### config.mk
export PLATFORM = sky130hd
export DESIGN_NAME = tssg_shape
export DESIGN_NICKNAME = d
export VERILOG_FILES = /design/src/tssg_pkg.sv /design/src/tssg_shape.sv
export SDC_FILE = /design/constraint.sdc
export NUM_CORES = 2
export LEC_CHECK = 0
export ABC_AREA = 1
export BUFFER_PORTS_ARGS = -buffer_cell sky130_fd_sc_hd__buf_2
export CORE_MARGIN = 1.5
export CORE_UTILIZATION = 55
export CTS_CLUSTER_DIAMETER = 40
export DETAILED_ROUTE_END_ITERATION = 8
export PLACE_DENSITY = 0.72
export SYNTH_ARGS = -nofsm -noshare
export SYNTH_HDL_FRONTEND = slang
export SYNTH_SLANG_ARGS = --single-unit
### constraint.sdc
create_clock -name clk -period 8.2 [get_ports clk]
set_clock_uncertainty 0.15 [all_clocks]
set_input_delay 0.41 -clock clk [delete_from_list [all_inputs] [get_ports clk]]
set_output_delay 0.41 -clock clk [all_outputs]
set_load 0.03 [all_outputs]
### src/tssg_pkg.sv
`timescale 1ns / 1ps

package tssg_pkg;

  // Field and register widths
  localparam int TIME_W    = 32;
  localparam int FREQ_W    = 24;
  localparam int FRAC_W    = 16;
  localparam int ANG_W     = 16;
  localparam int PAIR_W    = 32;
  localparam int CFG_IDX_W = 8;
  localparam int CFG_DAT_W = 32;
  localparam int CYC_W     = 32;   // cycle fraction, Q0.32
  localparam int TRI_W     = 33;   // triangle value, signed Q2.30 with headroom
  localparam int SHP_W     = 36;   // shaped term before amplitude
  localparam int PRD_W     = 52;   // amplitude times shaped term
  localparam int ACC_W     = 56;   // sum at Q.31 scale
  localparam int VAL_W     = ACC_W - 31;

  // Pipeline depths
  localparam int PH_LAT    = 9;
  localparam int DIV_STEPS = 30;
  localparam int TRI_LAT   = DIV_STEPS + 2;
  localparam int SHP_LAT   = 4;
  localparam int PIPE_LAT  = PH_LAT + TRI_LAT + SHP_LAT;

  // Cycle position: t*F / (1e6 * 2^16) = t*F*2^10 / 15625 in units of 2^-32 of a waveform period
  localparam logic [13:0] CYC_DIV   = 14'd15625;
  localparam logic [11:0] POW16_MOD = 12'd3036;        // 2^16 mod 15625
  localparam logic [28:0] RECIP     = 29'd281474977;   // ceil(2^42 / 15625)
  localparam int          RECIP_SH  = 42;

  // Register indexes
  typedef enum logic [CFG_IDX_W-1:0] {
    REG_FREQUENCY  = 8'd0,
    REG_PHASE      = 8'd1,
    REG_OFFSET     = 8'd2,
    REG_AMPLITUDE  = 8'd3,
    REG_SKEW       = 8'd4,
    REG_SQUARENESS = 8'd5,
    REG_ANGLE_MIN  = 8'd6,
    REG_ANGLE_MAX  = 8'd7
  } cfg_reg_t;

  // Term selection flags of one asymmetric triangle
  typedef struct packed {
    logic t1div;   // rising part by division
    logic t1eq;    // rising part at its edge: half step
    logic t1neg;   // sawtooth negative
    logic rlt;     // reversed saw below -a: falling part, positive
    logic rgt;     // reversed saw above +a: falling part, negative
    logic reqn;    // reversed saw exactly -a
    logic reqp;    // reversed saw exactly +a
  } tri_flags_t;

  // Quotient by 15625 for x < 2^28 (reciprocal product, exact in that range)
  function automatic logic [14:0] div15625(input logic [27:0] x);
    logic [56:0] p;
    p = 57'(x) * 57'(RECIP);
    return p[56:RECIP_SH];
  endfunction

  // Remainder from a quotient computed above
  function automatic logic [13:0] mod15625(input logic [27:0] x, input logic [14:0] q);
    logic [27:0] qd;
    qd = 28'(q) * 28'(CYC_DIV);
    return 14'(x - qd);
  endfunction

  // Inverse of 15625 modulo 2^22 (Newton iteration, elaboration only)
  function automatic logic [21:0] inv_mod22();
    logic [63:0] d;
    logic [63:0] x;
    d = 64'(CYC_DIV);
    x = d;
    for (int k = 0; k < 4; k++) begin
      x = x * (64'd2 - d * x);
    end
    return x[21:0];
  endfunction

  localparam logic [21:0] INV22 = inv_mod22();

endpackage

### src/tssg_shape.sv
`timescale 1ns / 1ps

module tssg_shape (
  input  logic                              clk,
  input  logic                              en,
  input  logic signed [tssg_pkg::TRI_W-1:0] tv0,
  input  logic signed [tssg_pkg::TRI_W-1:0] tv1,
  input  logic [tssg_pkg::PAIR_W-1:0]       squareness_pair,
  input  logic [tssg_pkg::PAIR_W-1:0]       amplitude_pair,
  input  logic [tssg_pkg::ANG_W-1:0]        center_offset,
  input  logic [tssg_pkg::ANG_W-1:0]        angle_min,
  input  logic [tssg_pkg::ANG_W-1:0]        angle_max,
  output logic [tssg_pkg::ANG_W-1:0]        set_point,
  output logic                              clamped
);
  import tssg_pkg::*;

  localparam logic [33:0] ONE30 = 34'h0_4000_0000;

  logic signed [SHP_W-1:0] w0_r, w1_r;
  logic signed [PRD_W-1:0] p0_r, p1_r;
  logic signed [ACC_W-1:0] acc;
  logic signed [VAL_W-1:0] val_r, lo, hi;
  logic [ANG_W-1:0]        set_point_r;
  logic                    clamped_r;

  // Square shaping and polarity mask of one half-wave, at double scale
  function automatic logic signed [SHP_W-1:0] shape_w(
    input logic signed [TRI_W-1:0] t,
    input logic [FRAC_W-1:0]       s,
    input logic                    neg_half
  );
    logic [TRI_W-1:0]        abs_t;
    logic [33:0]             sum;
    logic signed [SHP_W-1:0] sqr;
    logic signed [SHP_W-1:0] base;
    logic                    pos;
    abs_t = t[TRI_W-1] ? 33'(-t) : 33'(t);
    sum   = 34'(abs_t) + 34'({s, 14'd0});
    if (s != '0 && sum >= ONE30) begin
      sqr = signed'(36'({17'h10000 - {1'b0, s}, 14'd0}));
    end else begin
      sqr = '0;
    end
    if (neg_half) begin
      sqr = -sqr;
    end
    base = sqr + ((sum <= ONE30) ? signed'({{(SHP_W-TRI_W){t[TRI_W-1]}}, t}) : '0);
    pos  = neg_half ? t[TRI_W-1] : (!t[TRI_W-1] && t != '0);
    if (pos) begin
      return base <<< 1;
    end else if (t == '0) begin
      return base;
    end
    return '0;
  endfunction

  // Final sum at Q.31 scale, rounded to Q8.8
  assign acc = signed'({{(ACC_W-ANG_W-31){center_offset[ANG_W-1]}}, center_offset, 31'd0})
             + ACC_W'(p0_r) + ACC_W'(p1_r) + signed'(ACC_W'(ONE30));

  assign lo = VAL_W'(signed'(angle_min));
  assign hi = VAL_W'(signed'(angle_max));

  always_ff @(posedge clk) begin
    if (en) begin
      w0_r  <= shape_w(tv0, squareness_pair[15:0], 1'b0);
      w1_r  <= shape_w(tv1, squareness_pair[31:16], 1'b1);
      p0_r  <= PRD_W'(signed'(amplitude_pair[15:0])) * PRD_W'(w0_r);
      p1_r  <= PRD_W'(signed'(amplitude_pair[31:16])) * PRD_W'(w1_r);
      val_r <= acc[ACC_W-1:31];
      // max test first, then min
      if (val_r > hi) begin
        set_point_r <= angle_max;
        clamped_r   <= 1'b1;
      end else if (val_r < lo) begin
        set_point_r <= angle_min;
        clamped_r   <= 1'b1;
      end else begin
        set_point_r <= val_r[ANG_W-1:0];
        clamped_r   <= 1'b0;
      end
    end
  end

  assign set_point = set_point_r;
  assign clamped   = clamped_r;

endmodule

==> run metrics <==
core outline area 0.104 sq mm; Chip Height 327 microns; Max Cap Viol 0; PortBufs 196; Setup Total Neg Slack 0 ns; Num Clock Sinks 217; Post-Synthesis Cells 7097; first-pass GRT wire length 248000 microns; Worst Path Class, Setup in2reg; Max Fclk 0.142 GHz; HP Start tv0[7]; most frequent cells in the layout inv_1, nand2_1, fa_1, ha_1, nor2_1; Hold WC Path Type in2reg; Vias 45900; FP Rows 118; Mean Syn Cell Area 8.13 sq um; most common cell after layout, fill and taps aside inv_1; worst reg2reg path endpoint p0_r[47]$_DFFE_PP_; Hold Path Sink w0_r[8]$_SDFFCE_PN0P_; FF-to-FF path depth 25; Post-DP HPWL 123000 microns; relative slew slack 32.2%; total CTS buffers 42; Reg-to-Reg Start w0_r[8]$_SDFFCE_PN0P_; # IOs 197; Arr. time, crit path 7.22 ns; gpl congestion 0.953; largest net degree at the start of global routing 109; post-layout min period 7.06 ns; post-synthesis register bit count 217; Worst Tran Pin Value 1.02 ns; ys async rst share 0%; Post-Syn Area 0.0577 sq mm; fraction of layout cells with a size suffix above 1 6.21%; Area Growth Syn to Fin 6.26%; Ant. Diodes 0; CTS resizes 0; Synth cell types 66; Final Max Tran Viols 0; WHS Path Cells 3; vias in the first global route 48100; Post-Route WL 149000 microns; Worst-Skew Late Latency 0.60 ns; slowest cell on the critical path a21boi_1; sequential-to-total area share from yosys stat 11.3%; CP max stage delay 0.43 ns; Post-synth EDFFs 217; clock-pin slew on the worst setup and hold paths 0.05 ns; All-Layer GR Usage 29.0%; nets 8880; drt first pass iters 6; status complete, no violations; WL/cell 17.4 microns; Post-DRT Antenna Nets 0; Area contributors post-synth fa_1, inv_1, edfxtp_1; Die Area 0.107 sq mm; initial antenna violation count 2; post-CTS repair timing setup buffer count 0; startpoint types primary input; htree depth 2; DRC viols 0; gr ovfl total 0; final setup violation count 0; CTS tree built; root buf cell clkbuf_16; initial core utilization 55.6%; Vias/cell 5.37; Synth Flop Type edfxtp_1; clock buffer depth 3; crit path capture type flop; First DRT Iteration DRCs 3199; Synth area leader fa_1; die outline width 327 microns; Ys Warns 0; RSZ-0062 raised after global routing no; Hold Fails Final Rpt 0; flop2flop setup slack 1.17 ns; Worst Path Required 8.36 ns; post-synth top area share 38.5%; CP max FO 26; fin crit share 86.1%
-- state kept, by name, summed over array words and instances, names as in the netlist --
| register | cells |
|---|---|
| val_r | 24 |
| w1_r | 36 |
| p1_r | 52 |
| clamped | 1 |
| p0_r | 52 |
| set_point | 16 |
| w0_r | 36 |
-- per-stage QoR --
step	instance area [sq um]	instances	util [%]	hold slack (ns)	setup WS, ns
detailed placement	59800	8482	57.6	0.550	0.689
floorplan	57700	7101	-	0.372	1.89
finish	61300	8560	59.1	0.0253	1.14
global route	61300	8560	59.1	0.0341	0.474
CTS	61300	8560	59.1	0.000599	1.25
global placement	59800	8482	57.6	0.544	1.01
-- synthesized netlist by cell type (4+ instances only) --
master     number
nor4_1          8
nand2_2        13
nor2_2         10
buf_2           7
o2111ai_1      10
or2_2          73
o221ai_1        6
edfxtp_1      217
nor3b_1         4
o211ai_1       18
a211oi_1        6
xor2_1        171
a21o_1         18
a21boi_1        4
o21ai_0       163
o21bai_1       16
nor2_1        358
a21boi_0        8
nand2_1      1620
clkbuf_1      216
nand3_1       116
nand4_1        38
a21oi_1       288
a31oi_1        34
nand2_4         6
o21ai_1        15
nand3_2         5
inv_1        1839
fa_1         1109
o22ai_1        47
nor3_2          7
ha_1          444
xnor2_1        71
inv_2           4
and3_1          5
o31ai_1         7
o21a_1         16
nor2_4          7
nor3_1         52
-- routing by layer --
layer | wire length (microns) | global-route usage [%] | share of wire (%) | up-vias
li1 | - | - | - | 21300
met2 | 69300 | 47.2 | 46 | 1620
met1 | 64700 | 40.6 | 43 | 22800
met4 | 4410 | 8.50 | 3.0 | 2
met3 | 10800 | 4.08 | 7.3 | 253
met5 | 13 | 0 | 0.0087 | -
-- critical path: cells and delay by family --
kind	cells	cell delay, ns
simple gates	20	2.55
buf+inv	4	0.45
compound gates	10	2.41
xor+xnor	1	0.16
fa+ha+maj	4	1.21
-- repair_timing --
action,in CTS,in global routing
hold buffers,1,0
setup endpoints to repair,0,0
hold endpoints to repair,1,0
-- area by class of cell --
class	count	area, sq um
clock buffers	44	1080
clock inverters	33	443
fillers	9340	42500
inverters	1844	6930
multi-input cells	4811	43400
flip-flops and latches	217	6520
well taps	1380	1730
repair buffers	231	1260
-- cells by family (layout without fill, tap and decap cells) --
kind of cell	Yosys count	count (layout)	synth area share, %
DFF	217	217	11.3
buffers and inverters	2073	2152	13.6
AOI/OAI and AO/OA	675	675	6.70
and+or+nand+nor	2336	2336	16.7
adders and majority gates	1553	1553	48.1
other	1	5	0.00650
xor gates and xnor gates	242	242	3.67
-- how the worst max path moves through the flow --
stage | startpoint | end | slack (ns) | cells past startpoint
global route | tv0[1] | w0_r[31]$_SDFFCE_PN0P_ | 0.47 | 39
detailed placement | tv0[1] | w0_r[31]$_SDFFCE_PN0P_ | 0.69 | 39
global placement | tv0[1] | w0_r[31]$_SDFFCE_PN0P_ | 1.01 | 39
CTS | w1_r[7]$_SDFFCE_PN0P_ | p1_r[48]$_DFFE_PP_ | 1.25 | 22
floorplan | amplitude_pair[17] | p1_r[22]$_DFFE_PP_ | 1.89 | 24
finish | tv0[1] | w0_r[31]$_SDFFCE_PN0P_ | 1.14 | 39
Power is not shown: default switching activity piles up to over one toggle a cycle in this logic, so the estimate is an artifact.
