[src/tssg_pkg.sv]
`timescale 1ns / 1ps

package tssg_pkg;

  // Field and register widths
  localparam int TIME_W    = 32;
  localparam int FREQ_W    = 24;
  localparam int FRAC_W    = 16;
  localparam int ANG_W     = 16;
  localparam int PAIR_W    = 32;
  localparam int CFG_IDX_W = 8;
  localparam int CFG_DAT_W = 32;
  localparam int CYC_W     = 32;   // cycle fraction, Q0.32
  localparam int TRI_W     = 33;   // triangle value, signed Q2.30 with headroom
  localparam int SHP_W     = 36;   // shaped term before amplitude
  localparam int PRD_W     = 52;   // amplitude times shaped term
  localparam int ACC_W     = 56;   // sum at Q.31 scale
  localparam int VAL_W     = ACC_W - 31;

  // Pipeline depths
  localparam int PH_LAT    = 9;
  localparam int DIV_STEPS = 30;
  localparam int TRI_LAT   = DIV_STEPS + 2;
  localparam int SHP_LAT   = 4;
  localparam int PIPE_LAT  = PH_LAT + TRI_LAT + SHP_LAT;

  // Cycle position: t*F / (1e6 * 2^16) = t*F*2^10 / 15625 in units of 2^-32 of a waveform period
  localparam logic [13:0] CYC_DIV   = 14'd15625;
  localparam logic [11:0] POW16_MOD = 12'd3036;        // 2^16 mod 15625
  localparam logic [28:0] RECIP     = 29'd281474977;   // ceil(2^42 / 15625)
  localparam int          RECIP_SH  = 42;

  // Register indexes
  typedef enum logic [CFG_IDX_W-1:0] {
    REG_FREQUENCY  = 8'd0,
    REG_PHASE      = 8'd1,
    REG_OFFSET     = 8'd2,
    REG_AMPLITUDE  = 8'd3,
    REG_SKEW       = 8'd4,
    REG_SQUARENESS = 8'd5,
    REG_ANGLE_MIN  = 8'd6,
    REG_ANGLE_MAX  = 8'd7
  } cfg_reg_t;

  // Term selection flags of one asymmetric triangle
  typedef struct packed {
    logic t1div;   // rising part by division
    logic t1eq;    // rising part at its edge: half step
    logic t1neg;   // sawtooth negative
    logic rlt;     // reversed saw below -a: falling part, positive
    logic rgt;     // reversed saw above +a: falling part, negative
    logic reqn;    // reversed saw exactly -a
    logic reqp;    // reversed saw exactly +a
  } tri_flags_t;

  // Quotient by 15625 for x < 2^28 (reciprocal product, exact in that range)
  function automatic logic [14:0] div15625(input logic [27:0] x);
    logic [56:0] p;
    p = 57'(x) * 57'(RECIP);
    return p[56:RECIP_SH];
  endfunction

  // Remainder from a quotient computed above
  function automatic logic [13:0] mod15625(input logic [27:0] x, input logic [14:0] q);
    logic [27:0] qd;
    qd = 28'(q) * 28'(CYC_DIV);
    return 14'(x - qd);
  endfunction

  // Inverse of 15625 modulo 2^22 (Newton iteration, elaboration only)
  function automatic logic [21:0] inv_mod22();
    logic [63:0] d;
    logic [63:0] x;
    d = 64'(CYC_DIV);
    x = d;
    for (int k = 0; k < 4; k++) begin
      x = x * (64'd2 - d * x);
    end
    return x[21:0];
  endfunction

  localparam logic [21:0] INV22 = inv_mod22();

endpackage

[src/tssg_phase.sv]
`timescale 1ns / 1ps

module tssg_phase (
  input  logic                          clk,
  input  logic                          en,
  input  logic [tssg_pkg::TIME_W-1:0]   t,
  input  logic [tssg_pkg::FREQ_W-1:0]   frequency,
  input  logic [tssg_pkg::FRAC_W-1:0]   phase_shift,
  output logic [tssg_pkg::CYC_W-1:0]    u
);
  import tssg_pkg::*;

  logic [TIME_W-1:0] t1_r;
  logic [PH_LAT-2:0] tnz_r;
  logic [27:0]       tx2_r, tx3_r;
  logic [19:0]       fx2_r, fx3_r;
  logic [21:0]       pl2_r, pl3_r, pl4_r, pl5_r, pl6_r, pl7_r;
  logic [14:0]       tq3_r, fq3_r, pq6_r;
  logic [13:0]       tm4_r, fm4_r, r7_r, r8_r;
  logic [27:0]       pm5_r, pm6_r;
  logic [21:0]       q8_r;
  logic [CYC_W-1:0]  u_r;

  logic [43:0]       pl_full;
  logic [43:0]       q_full;
  logic [21:0]       diff;
  logic [14:0]       f_q;
  logic [CYC_W-1:0]  ph_add;

  // Low bits of t*F and of the exact quotient by 15625
  assign pl_full = 44'(t1_r[21:0]) * 44'(frequency[21:0]);
  assign diff    = pl7_r - 22'(r7_r);
  assign q_full  = 44'(diff) * 44'(INV22);
  // Fractional part of (t*F mod 15625) / 15625 in 10 bits
  assign f_q     = div15625(28'({r8_r, 10'd0}));
  assign ph_add  = tnz_r[PH_LAT-2] ? {phase_shift, 16'd0} : '0;

  always_ff @(posedge clk) begin
    if (en) begin
      // stage 1: capture
      t1_r  <= t;
      tnz_r <= {tnz_r[PH_LAT-3:0], (t != '0)};
      // stage 2: fold high halves, low product
      tx2_r <= 28'(28'(t1_r[31:16]) * 28'(POW16_MOD)) + 28'(t1_r[15:0]);
      fx2_r <= 20'(20'(frequency[23:16]) * 20'(POW16_MOD)) + 20'(frequency[15:0]);
      pl2_r <= pl_full[21:0];
      // stage 3: quotients
      tq3_r <= div15625(tx2_r);
      fq3_r <= div15625(28'(fx2_r));
      tx3_r <= tx2_r;
      fx3_r <= fx2_r;
      pl3_r <= pl2_r;
      // stage 4: residues of t and F
      tm4_r <= mod15625(tx3_r, tq3_r);
      fm4_r <= mod15625(28'(fx3_r), fq3_r);
      pl4_r <= pl3_r;
      // stage 5: residue product
      pm5_r <= 28'(tm4_r) * 28'(fm4_r);
      pl5_r <= pl4_r;
      // stage 6-7: residue of t*F
      pq6_r <= div15625(pm5_r);
      pm6_r <= pm5_r;
      pl6_r <= pl5_r;
      r7_r  <= mod15625(pm6_r, pq6_r);
      pl7_r <= pl6_r;
      // stage 8: quotient low bits by the odd inverse
      q8_r  <= q_full[21:0];
      r8_r  <= r7_r;
      // stage 9: assemble fraction, add phase
      u_r   <= {q8_r, f_q[9:0]} + ph_add;
    end
  end

  assign u = u_r;

endmodule

[config.mk]
export PLATFORM = sky130hd
export DESIGN_NAME = tssg_phase
export DESIGN_NICKNAME = d
export VERILOG_FILES = /design/src/tssg_pkg.sv /design/src/tssg_phase.sv
export SDC_FILE = /design/constraint.sdc
export NUM_CORES = 2
export LEC_CHECK = 0
export BUFFER_PORTS_ARGS = -buffer_cell sky130_fd_sc_hd__buf_2
export CAP_MARGIN = 5
export CORE_MARGIN = 4
export CORE_UTILIZATION = 35
export DETAILED_ROUTE_END_ITERATION = 8
export GPL_TIMING_DRIVEN = 0
export PLACE_DENSITY = 0.56
export SLEW_MARGIN = 30
export SYNTH_ARGS = -nofsm -noshare
export SYNTH_HDL_FRONTEND = slang
export SYNTH_SLANG_ARGS = --single-unit
[constraint.sdc]
create_clock -name clk -period 6.5 [get_ports clk]
set_clock_uncertainty 0.05 [all_clocks]
set_input_delay 0.65 -clock clk [delete_from_list [all_inputs] [get_ports clk]]
set_output_delay 0.65 -clock clk [all_outputs]
set_load 0.01 [all_outputs]
==> impl_metrics.toml <==
[layout]
final_nets = 11000
register_area_sq_um = 13100
fillers = 21600
drive_above_1_share_pct = 13.5
multi_input_area_sq_um = 60000
syn_to_final_growth_pct = 15.4

[clocking]
cts.sinks = 435
cts.path.max_buffers = 3
clock_latency_ps = 650
path_clk_slew_ps = 60
ctsHoldBuffers = 0
htree_levels = 2
cts_tree = "yes"
cts_buffers = 52
cts-root-buf = "clkbuf_16"

[worst_setup_path]
cp.required_ps = 6850
worstSetupPathType = "reg -> reg"
worstPathMaxFanout = 3
cp-end-kind = "flop"
ff2ff_path_depth = 21
rr_startpoint = "tx2_r[18]$_DFFE_PP_"
reg2reg_to = "tq3_r[12]$_DFFE_PP_"
crit_path_start_kind = "flop"
arrival_ps = 7450
ff2ff_setup_slack_ps = -600

[global_route]
grt_max_degree = 86
antenna_found_initial = 4
track_usage_pct = 16.3
grt_pass1_wl_mm = 304
grt_pass1_vias = 55800
grt_overflow = 0

[sta]
fmax_mhz = 141
finalCriticalPeriod_ps = 7100
setup_viol = 30
drv_slew = 0
max-slew-margin-rel_pct = 41.7
hold_violations = 0
worstMarginPinSlew_ps = 867
period_share_pct = 109
finalWorstSetupSlack_ps = -597
fin_tns_setup_ps = -6530
rsz0062_at_grt = "true"

[synth]
yosys_warnings = 0
synth.avg_cell_area_sq_um = 10.5
synth_edf_count = 435
syn_area_sq_um = 79100
ys_ff_latch = 435
synthesis.nets = 10400
synth-main-ff-cell = "edfxtp_1"
async_flop_share_pct = 0
netlist_instances = 7514
synth.distinct_cells = 80
seq_area_frac_synth_pct = 16.5

[run_status]
status = "complete, but fails checks"
violations = "negative setup slack"

[hold_path]
hold_end = "t1_r[20]$_DFFE_PP_"
hold_class = "in -> reg"
hold_depth = 1
min_from = "t[20]"

[route]
ant_nets = 0
drt-total-wl_mm = 189
wl_per_cell_um = 17.0
viasPerCell = 4.65
drtIter0Drc = 2320
num_vias = 51600
drt_pass1_iterations = 8
drc_errors = 0

[job]
maxCapViolations = 0

[die]
die_h_um = 483
start_util_pct = 35.2
io_pins = 106
die_w_um = 483
fp.coreArea_sq_um = 225000
rows = 174
fp.dieArea_sq_um = 234000

[place]
gp_congestion = 0.886
dp.final_hpwl_mm = 154
port_buffers = 105
==> registers in the layout, indices dropped and copies added, names as in the netlist, 20 cells and up <==
signal	count
fx2_r	20
pl2_r	22
pl3_r	22
pl4_r	22
pl5_r	22
pl6_r	22
pl7_r	22
pm5_r	28
q8_r	22
t1_r	32
tx2_r	28
u	32
==> cell usage after synthesis, types with 4 or more instances <==
library cell     n  area, sq um
inv_1         2220         8330
ha_1          1502        18800
fa_1          1324        26500
edfxtp_1       435        13100
nand2_1        346         1300
xnor2_1        260         2280
and2_1         229         1430
a21oi_1        171          856
nor2_1         139          522
a21o_1          91          683
o21ai_0         91          455
xor2_1          83          727
clkbuf_1        69          259
nor3_1          57          285
nand3_1         50          250
nor2b_1         35          219
o21a_1          31          233
a211oi_1        28          210
nand2b_1        26          163
o21bai_1        25          188
and3_1          23          144
nand4_1         23          144
or2_2           23          144
or3_1           21          131
nor4_1          18          113
o211ai_1        17          128
a31oi_1         16          100
o31ai_1         13         97.6
a21boi_0        12         90.1
o21ai_1         10         50.1
a2111oi_0        8         70.1
a211o_1          8         70.1
o41ai_1          7         61.3
or4_1            7         52.6
a31o_2           6         52.6
and4_1           6         52.6
o2111ai_1        6         52.6
mux2i_1          5         50.1
a311oi_1         4         35.0
a41oi_1          4         35.0
nand3b_1         4         30.0
o31a_1           4         35.0
o41ai_2          4         65.1
==> critical path, stage by stage (launching register included) <==
cell	delay, ps
edfxtp_1	540
fa_1	620
buf_4	120
fa_2	460
fa_1	570
fa_1	430
fa_1	460
fa_1	490
inv_1	50
fa_1	500
inv_1	70
ha_4	270
nand4_1	200
nor3_4	260
nand3_2	110
or4_1	520
a21o_1	240
a21oi_2	210
o21ai_2	100
o211ai_1	280
a31oi_1	140
xnor2_1	170
==> final cells by class <==
cell class	count	area share (%)
Antenna cell	1	0.00274
Multi-Input combinational cell	4789	65.7
Timing Repair Buffer	500	4.25
Buffer	68	0.469
Clock inverter	40	0.588
Sequential cell	435	14.3
Tap cell	2992	4.10
Clock buffer	56	1.44
Inverter	2220	9.15
==> routing by layer <==
layer,global-route usage (%),share of wire (%),up-vias
met2,27.7,48,934
met4,3.97,2.8,0
met3,2.11,4.5,248
li1,-,-,24600
met1,22.1,45,25800
met5,0,0,-
==> cell usage in the layout (no fill, tap or decap), drive strengths merged, types with 17 or more instances in the layout <==
cell type | Yosys | routed
a211oi | 29 | 29
a21o | 91 | 91
a21oi | 173 | 173
and2 | 229 | 229
and3 | 23 | 23
buf | 1 | 520
clkbuf | 69 | 104
clkinv | 0 | 17
edfxtp | 435 | 435
fa | 1324 | 1324
ha | 1502 | 1502
inv | 2220 | 2229
nand2 | 346 | 346
nand2b | 26 | 26
nand3 | 50 | 50
nand4 | 23 | 23
nor2 | 139 | 139
nor2b | 36 | 36
nor3 | 57 | 57
nor4 | 18 | 18
o211ai | 18 | 18
o21a | 31 | 31
o21ai | 101 | 101
o21bai | 26 | 26
or2 | 24 | 24
or3 | 21 | 21
xnor2 | 260 | 260
xor2 | 84 | 84
==> cells by family after synthesis <==
kind of cell / share of synthesized area (%)
AOI/OAI and AO/OA: 5.05
muxes: 0.0917
buffers and inverters: 10.9
adders and majority gates: 57.3
xor gates and xnor gates: 3.85
and+or+nand+nor: 6.39
DFF: 16.5
==> stage by stage <==
stage / hold WS [ps] / area, sq um / util (%) / setup slack [ps] / cells
floorplan: 350 / 79200 / - / -32.8 / 7514
global placement: 355 / 83500 / 37.1 / -2220 / 10600
detailed placement: 355 / 83700 / 37.2 / -1180 / 10600
CTS: 69.8 / 88700 / 39.5 / -674 / 11000
global route: 92.1 / 91300 / 40.6 / -874 / 11100
finish: 137 / 91300 / 40.6 / -597 / 11100
==> what timing repair did <==
| action | in CTS | in global routing |
|---|---|---|
| pin swaps | 155 | 271 |
| setup endpoints to repair | 70 | 63 |
| setup buffers | 264 | 130 |
| resized for setup | 285 | 400 |
==> how the worst max path moves through the flow <==
stage                                   start                  end  cells after the start
after global routing      tx2_r[18]$_DFFE_PP_  tq3_r[13]$_DFFE_PP_                     22
after CTS                 tx2_r[15]$_DFFE_PP_  tq3_r[12]$_DFFE_PP_                     23
after detailed placement  tx2_r[12]$_DFFE_PP_  tq3_r[12]$_DFFE_PP_                     24
final                     tx2_r[18]$_DFFE_PP_  tq3_r[12]$_DFFE_PP_                     21
after floorplan             r7_r[1]$_DFFE_PP_   q8_r[21]$_DFFE_PP_                     27
after global placement                     en       u[0]$_DFFE_PP_                      1
Power is not shown: default switching activity piles up to over one toggle a cycle in this logic, so the estimate is an artifact.
