$ cat src/tssg_pkg.sv
`timescale 1ns / 1ps

package tssg_pkg;

  // Field and register widths
  localparam int TIME_W    = 32;
  localparam int FREQ_W    = 24;
  localparam int FRAC_W    = 16;
  localparam int ANG_W     = 16;
  localparam int PAIR_W    = 32;
  localparam int CFG_IDX_W = 8;
  localparam int CFG_DAT_W = 32;
  localparam int CYC_W     = 32;   // cycle fraction, Q0.32
  localparam int TRI_W     = 33;   // triangle value, signed Q2.30 with headroom
  localparam int SHP_W     = 36;   // shaped term before amplitude
  localparam int PRD_W     = 52;   // amplitude times shaped term
  localparam int ACC_W     = 56;   // sum at Q.31 scale
  localparam int VAL_W     = ACC_W - 31;

  // Pipeline depths
  localparam int PH_LAT    = 9;
  localparam int DIV_STEPS = 30;
  localparam int TRI_LAT   = DIV_STEPS + 2;
  localparam int SHP_LAT   = 4;
  localparam int PIPE_LAT  = PH_LAT + TRI_LAT + SHP_LAT;

  // Cycle position: t*F / (1e6 * 2^16) = t*F*2^10 / 15625 in units of 2^-32 of a waveform period
  localparam logic [13:0] CYC_DIV   = 14'd15625;
  localparam logic [11:0] POW16_MOD = 12'd3036;        // 2^16 mod 15625
  localparam logic [28:0] RECIP     = 29'd281474977;   // ceil(2^42 / 15625)
  localparam int          RECIP_SH  = 42;

  // Register indexes
  typedef enum logic [CFG_IDX_W-1:0] {
    REG_FREQUENCY  = 8'd0,
    REG_PHASE      = 8'd1,
    REG_OFFSET     = 8'd2,
    REG_AMPLITUDE  = 8'd3,
    REG_SKEW       = 8'd4,
    REG_SQUARENESS = 8'd5,
    REG_ANGLE_MIN  = 8'd6,
    REG_ANGLE_MAX  = 8'd7
  } cfg_reg_t;

  // Term selection flags of one asymmetric triangle
  typedef struct packed {
    logic t1div;   // rising part by division
    logic t1eq;    // rising part at its edge: half step
    logic t1neg;   // sawtooth negative
    logic rlt;     // reversed saw below -a: falling part, positive
    logic rgt;     // reversed saw above +a: falling part, negative
    logic reqn;    // reversed saw exactly -a
    logic reqp;    // reversed saw exactly +a
  } tri_flags_t;

  // Quotient by 15625 for x < 2^28 (reciprocal product, exact in that range)
  function automatic logic [14:0] div15625(input logic [27:0] x);
    logic [56:0] p;
    p = 57'(x) * 57'(RECIP);
    return p[56:RECIP_SH];
  endfunction

  // Remainder from a quotient computed above
  function automatic logic [13:0] mod15625(input logic [27:0] x, input logic [14:0] q);
    logic [27:0] qd;
    qd = 28'(q) * 28'(CYC_DIV);
    return 14'(x - qd);
  endfunction

  // Inverse of 15625 modulo 2^22 (Newton iteration, elaboration only)
  function automatic logic [21:0] inv_mod22();
    logic [63:0] d;
    logic [63:0] x;
    d = 64'(CYC_DIV);
    x = d;
    for (int k = 0; k < 4; k++) begin
      x = x * (64'd2 - d * x);
    end
    return x[21:0];
  endfunction

  localparam logic [21:0] INV22 = inv_mod22();

endpackage

$ cat src/tssg_div.sv
`timescale 1ns / 1ps

module tssg_div (
  input  logic                             clk,
  input  logic                             en,
  input  logic [15:0]                      r0,   // upper numerator bits, below d
  input  logic [tssg_pkg::DIV_STEPS-1:0]   lo,   // remaining numerator bits
  input  logic [16:0]                      d,
  output logic [tssg_pkg::DIV_STEPS-1:0]   q
);
  import tssg_pkg::*;

  logic [16:0]          rem_r   [DIV_STEPS];
  logic [DIV_STEPS-1:0] num_r   [DIV_STEPS];
  logic [DIV_STEPS-1:0] quo_r   [DIV_STEPS];
  logic [16:0]          src_rem [DIV_STEPS];
  logic [DIV_STEPS-1:0] src_num [DIV_STEPS];
  logic [DIV_STEPS-1:0] src_quo [DIV_STEPS];
  logic [17:0]          trial   [DIV_STEPS];
  logic                 ge      [DIV_STEPS];

  // Restoring division, one quotient bit per stage
  for (genvar k = 0; k < DIV_STEPS; k++) begin : g_step
    if (k == 0) begin : g_first
      assign src_rem[k] = {1'b0, r0};
      assign src_num[k] = lo;
      assign src_quo[k] = '0;
    end else begin : g_next
      assign src_rem[k] = rem_r[k-1];
      assign src_num[k] = num_r[k-1];
      assign src_quo[k] = quo_r[k-1];
    end

    assign trial[k] = {src_rem[k], src_num[k][DIV_STEPS-1]};
    assign ge[k]    = trial[k] >= {1'b0, d};

    always_ff @(posedge clk) begin
      if (en) begin
        rem_r[k] <= ge[k] ? 17'(trial[k] - {1'b0, d}) : trial[k][16:0];
        num_r[k] <= {src_num[k][DIV_STEPS-2:0], 1'b0};
        quo_r[k] <= {src_quo[k][DIV_STEPS-2:0], ge[k]};
      end
    end
  end

  assign q = quo_r[DIV_STEPS-1];

endmodule

$ cat src/tssg_tri.sv
`timescale 1ns / 1ps

module tssg_tri (
  input  logic                              clk,
  input  logic                              en,
  input  logic [tssg_pkg::CYC_W-1:0]        u,
  input  logic [tssg_pkg::FRAC_W-1:0]       a,
  output logic signed [tssg_pkg::TRI_W-1:0] tv
);
  import tssg_pkg::*;

  localparam logic signed [TRI_W-1:0] ONE31 = 33'sh0_8000_0000;
  localparam logic signed [TRI_W-1:0] HALF  = 33'sh0_2000_0000;

  logic signed [TRI_W-1:0] saw, rev, a31, abs_saw;
  logic [CYC_W-1:0]        rev_u;
  tri_flags_t              fl;
  logic [30:0]             m1, m2;
  logic [30:0]             m1_r, m2_r;
  tri_flags_t              fl_r [DIV_STEPS+1];
  logic [DIV_STEPS-1:0]    q1, q2;
  logic [16:0]             den;
  logic signed [TRI_W-1:0] q1s, q2s, term1, term23, term_eq;
  logic signed [TRI_W-1:0] tv_r;

  // Setup: sawtooth, reversed saw and region of each term
  always_comb begin
    rev_u    = ~u + 32'd1;
    saw      = signed'({u[CYC_W-1], u});
    rev      = signed'({rev_u[CYC_W-1], rev_u});
    a31      = signed'({2'b00, a, 15'd0});
    abs_saw  = saw[TRI_W-1] ? -saw : saw;
    fl.t1div = (a != '0) && (abs_saw < a31);
    fl.t1eq  = (a != '0) && (abs_saw == a31);
    fl.t1neg = saw[TRI_W-1];
    fl.rlt   = rev < -a31;
    fl.reqn  = rev == -a31;
    fl.rgt   = rev > a31;
    fl.reqp  = rev == a31;
    m1       = fl.t1div ? abs_saw[30:0] : '0;
    if (fl.rlt) begin
      m2 = 31'(rev + ONE31);
    end else if (fl.rgt) begin
      m2 = 31'(ONE31 - rev);
    end else begin
      m2 = '0;
    end
  end

  always_ff @(posedge clk) begin
    if (en) begin
      m1_r     <= m1;
      m2_r     <= m2;
      fl_r[0]  <= fl;
      for (int k = 1; k <= DIV_STEPS; k++) begin
        fl_r[k] <= fl_r[k-1];
      end
    end
  end

  // Rising part divides by a, falling part by 1 - a
  assign den = 17'h10000 - {1'b0, a};

  tssg_div u_div_rise (
    .clk (clk),
    .en  (en),
    .r0  (m1_r[30:15]),
    .lo  ({m1_r[14:0], {(DIV_STEPS-15){1'b0}}}),
    .d   ({1'b0, a}),
    .q   (q1)
  );

  tssg_div u_div_fall (
    .clk (clk),
    .en  (en),
    .r0  (m2_r[30:15]),
    .lo  ({m2_r[14:0], {(DIV_STEPS-15){1'b0}}}),
    .d   (den),
    .q   (q2)
  );

  // Combine terms; quotients truncate toward zero
  always_comb begin
    q1s = signed'({3'b000, q1});
    q2s = signed'({3'b000, q2});
    if (fl_r[DIV_STEPS].t1div) begin
      term1 = fl_r[DIV_STEPS].t1neg ? -q1s : q1s;
    end else if (fl_r[DIV_STEPS].t1eq) begin
      term1 = fl_r[DIV_STEPS].t1neg ? -HALF : HALF;
    end else begin
      term1 = '0;
    end
    if (fl_r[DIV_STEPS].rlt) begin
      term23 = q2s;
    end else if (fl_r[DIV_STEPS].rgt) begin
      term23 = -q2s;
    end else begin
      term23 = '0;
    end
    term_eq = (fl_r[DIV_STEPS].reqn ? HALF : '0) - (fl_r[DIV_STEPS].reqp ? HALF : '0);
  end

  always_ff @(posedge clk) begin
    if (en) begin
      tv_r <= term1 + term23 + term_eq;
    end
  end

  assign tv = tv_r;

endmodule

$ cat config.mk
export PLATFORM = sky130hd
export DESIGN_NAME = tssg_tri
export DESIGN_NICKNAME = d
export VERILOG_FILES = /design/src/tssg_pkg.sv /design/src/tssg_div.sv /design/src/tssg_tri.sv
export SDC_FILE = /design/constraint.sdc
export NUM_CORES = 2
export LEC_CHECK = 0
export BUFFER_PORTS_ARGS = -buffer_cell sky130_fd_sc_hd__buf_2
export CAP_MARGIN = 20
export CORE_UTILIZATION = 54
export CTS_BUF_LIST = sky130_fd_sc_hd__clkbuf_4 sky130_fd_sc_hd__clkbuf_8
export DETAILED_ROUTE_END_ITERATION = 10
export PLACE_DENSITY = 0.76
export SYNTH_ARGS = -nofsm -noshare
export SYNTH_HDL_FRONTEND = slang
export SYNTH_MEMORY_MAX_BITS = 65536
export SYNTH_SLANG_ARGS = --single-unit
$ cat constraint.sdc
create_clock -name clk -period 9.6 [get_ports clk]
set_input_delay 0.48 -clock clk [delete_from_list [all_inputs] [get_ports clk]]
set_output_delay 0.48 -clock clk [all_outputs]
set_load 0.03 [all_outputs]
==> impl_metrics.toml <==
[run_status]
status = "finished, final reports clean"

[critical_path]
cp_common_cell = "or3_1"
path_cells = "dlygate4sd3_1 > buf_2 > or3_1 > nor4_1 > nand3_1 > or2_1 > nor3_1 > xnor2_1 > ha_1 > nand2_1 > or3_1 > or3_1 > nor3_2 > nor2_4 > a21o_1 > a22o_1"
cp_top_family = "simple AND/OR/NAND/NOR gates"
critical_path_depth = 16
required_ns = 10.41
cp-end-kind = "register"
cpPeakStageDelay_ns = 0.89
slowest_stage = "nor3_2"
path_class = "primary input to register"
reg2reg_depth = 17
path_max_fanout = 25
arrival_ns = 6.89
start_kind = "primary input"
worstPathBufferInverterCount = 2

[synthesis]
yosysUniqueCellTypes = 94
syn_nets = 12400
synth_edf_count = 2438
syn_inst = 11200
ys_warn_count = 0
synth-seq-cells = 2438
yosys.area.top_type = "edfxtp_1"
ys.flop_type = "edfxtp_1"
yosysSeqAreaShare_pct = 54.7
netlist_area_um2 = 134000
yosysMostFrequentCell = "edfxtp_1"
synth.avg_cell_area_um2 = 12.0
synth_top_area_share_pct = 54.7
synth-async-reset-ratio_pct = 0
synth_common_cells = "edfxtp_1 (2438), ha_1 (1098), a21oi_1 (985), nor2_1 (898), nand2_1 (632)"
synth.area.top_cells = "edfxtp_1 (55%), ha_1 (10%), xnor2_1 (3.7%)"

[sta]
rsz0062_at_grt = "no"
final.period_utilization_pct = 63.3
period_minus_slack_ns = 6.08
fin_worst_skew_ns = 0.106
tightestPinTransition_ns = 1.15
finalSetupTns_ns = 0
maxSlewHeadroom_pct = 22.8
setup_violations = 0
final_hold_viol_count = 0
fmax_ghz = 0.164
drv_slew = 0

[cts]
cts.sinks = 2438
clk_path_buf_depth = 4
worstSkewPairLatency_ns = 1.09
cts_tree = "yes"
clockRootBuffer = "clkbuf_8"
cts-htree-levels = 5
numCtsBuffers = 409
cts.clk_slew.worst_paths_ns = 0.06

[detailed_routing]
top_layer = "met5"
wl_met3_um = 19200
via_per_inst = 5.96
wire_per_inst_um = 20.4
met2WireLength_um = 144000
wl_um = 311000
drc = 0
drt_first_pass_iters = 7
postRouteAntennaNets = 0
drt-met1-wl_um = 134000
vias = 90800
drt_iter0_drc = 8084

[pwr]
p_leak_nw = 56.3
ir_drop_uv = 161
p_seq_share_pct = 37.0
power_frac_comb_pct = 44.5
p_switching_mw = 17.7
power.share.clock_pct = 18.5
intPower_mw = 30.6
switching_share_pct = 36.7
p_total_mw = 48.3
powerDensity_nw_per_um2 = 328

[global_route]
grt_overflow = 0
grt_pass1_wl_um = 483000
first_global_vias = 88500
grt_max_degree = 203
grt_util_all_layers_pct = 24.4
antenna_found_initial = 16

[min_path]
holdPathStages = 4
hold_class = "primary input to register"

[final_layout]
layoutNonFillerInstCount = 15200
drive_gt1_share_pct = 11.7
layout-area-overhead-vs-synth_pct = 10.0
fin_nets = 12800

[floorplan]
die_x_um = 500
start_util_pct = 54.4
core_um2 = 246000
die_h_um = 500
core.rowCount = 182
die-area_um2 = 250000
io-pin-count = 83

[placement]
numPortBuffers = 82
hpwl_um = 213000
globalplace.congestion = 0.930
place_inst = 14500

[job]
maxCapViolations = 0
cell type report:
class	count	area [um^2]
flip-flops and latches	2438	73200
well taps	3312	4140
repair buffers	238	1990
clock buffers	527	6540
clock inverters	189	1270
multi-input cells	8196	58900
inverters	320	1200
diodes	5	12.5
fillers	19100	98900
state kept, by name, indices dropped and copies added (netlist names):
signal and count:
u_div_rise.quo_r 465, u_div_fall.quo_r 465, tv 33, u_div_rise.num_r 105
u_div_fall.num_r 105, m2_r 31, fl_r 217, u_div_fall.rem_r 493
m1_r 31, u_div_rise.rem_r 493
per-stage QoR:
stage / setup slack, ns / utilization, % / cell area [um^2] / hold WS, ns
after global placement: 2.86 / 56.4 / 139000 / 0.400
after detailed placement: 3.14 / 56.4 / 139000 / 0.405
after floorplan: 2.67 / - / 134000 / 0.400
after global routing: 3.41 / 59.8 / 147000 / 0.0743
final: 3.52 / 59.8 / 147000 / 0.130
after CTS: 3.74 / 59.8 / 147000 / 0.0113
worst register-to-register path, cell delays in order, from the launching register on:
cell and delay, ns:
edfxtp_1 0.46, nor3_1 0.56, nand2_1 0.29, or4_1 0.59, or2_2 0.38, nor3_2 0.43, nor3_1 0.09, a21o_1 0.18
a22o_1 0.18, ha_1 0.29, ha_1 0.37, and3_1 0.20, nand2_1 0.06, nor3b_1 0.55, o31ai_1 0.25, o2111ai_1 0.27
a21oi_1 0.12, xnor2_1 0.34
kinds of logic after synthesis:
kind of cell | Yosys count | synth area share, %
adder cells (fa/ha/maj) | 1146 | 11.0
buffers and inverters | 526 | 1.50
AO/OA/AOI/OAI | 2833 | 13.2
multiplexers | 370 | 3.09
flip-flops | 2438 | 54.7
XOR/XNOR | 865 | 5.66
AND/OR/NAND/NOR | 2982 | 10.9
layout by cell type (no fill, tap or decap), types with 80 or more instances in the layout:
cell	instances
a211oi_1	119
a21o_1	344
a21oi_1	980
buf_2	80
buf_4	93
clkbuf_4	114
clkbuf_8	413
clkinv_1	103
edfxtp_1	2438
ha_1	1098
inv_1	300
mux2_2	342
nand2_1	631
nand2b_1	183
nand3_1	173
nand4_1	154
nor2_1	883
nor2b_1	155
nor3_1	252
o21a_1	131
o21ai_0	595
o21bai_1	80
or2_2	103
or3_1	124
xnor2_1	556
xor2_1	294
layer usage:
layer | global-route usage, % | vias to the layer above
met3 | 3.29 | 737
met4 | 10.6 | 8
met5 | 0 | -
met1 | 32.7 | 43600
li1 | - | 43400
met2 | 39.7 | 3127
what timing repair did:
item / CTS / global route
endpoints found under the hold margin: 177 / 0
hold buffers: 32 / 0
gates resized for setup: 0 / 0
buffers inserted: 0 / 0
worst paths after layout:
kind	startpoint	endpoint	slack (ns)
worst max-delay path	u[9]	m2_r[10]$_DFFE_PP_	3.52
worst max register to register	u_div_fall.quo_r[1][390]$_DFFE_PP_	tv[31]$_DFFE_PP_	3.75
worst min register to register	u_div_rise.quo_r[0][124]$_DFFE_PP_	u_div_rise.quo_r[0][155]$_DFFE_PP_	0.32
worst min-delay path	u[2]	m2_r[2]$_DFFE_PP_	0.13
power groups by stage:
stage / sequential, mW / clock [mW] / combinational, mW
floorplan: 17.1 / 0 / 16.6
global route: 18.1 / 9.59 / 23.8
CTS: 17.8 / 9.17 / 21.1
finish: 17.9 / 8.94 / 21.5
detailed placement: 18.0 / 0 / 20.9
global placement: 18.0 / 0 / 20.2
Note: power is estimated with default switching activity, not from simulation.
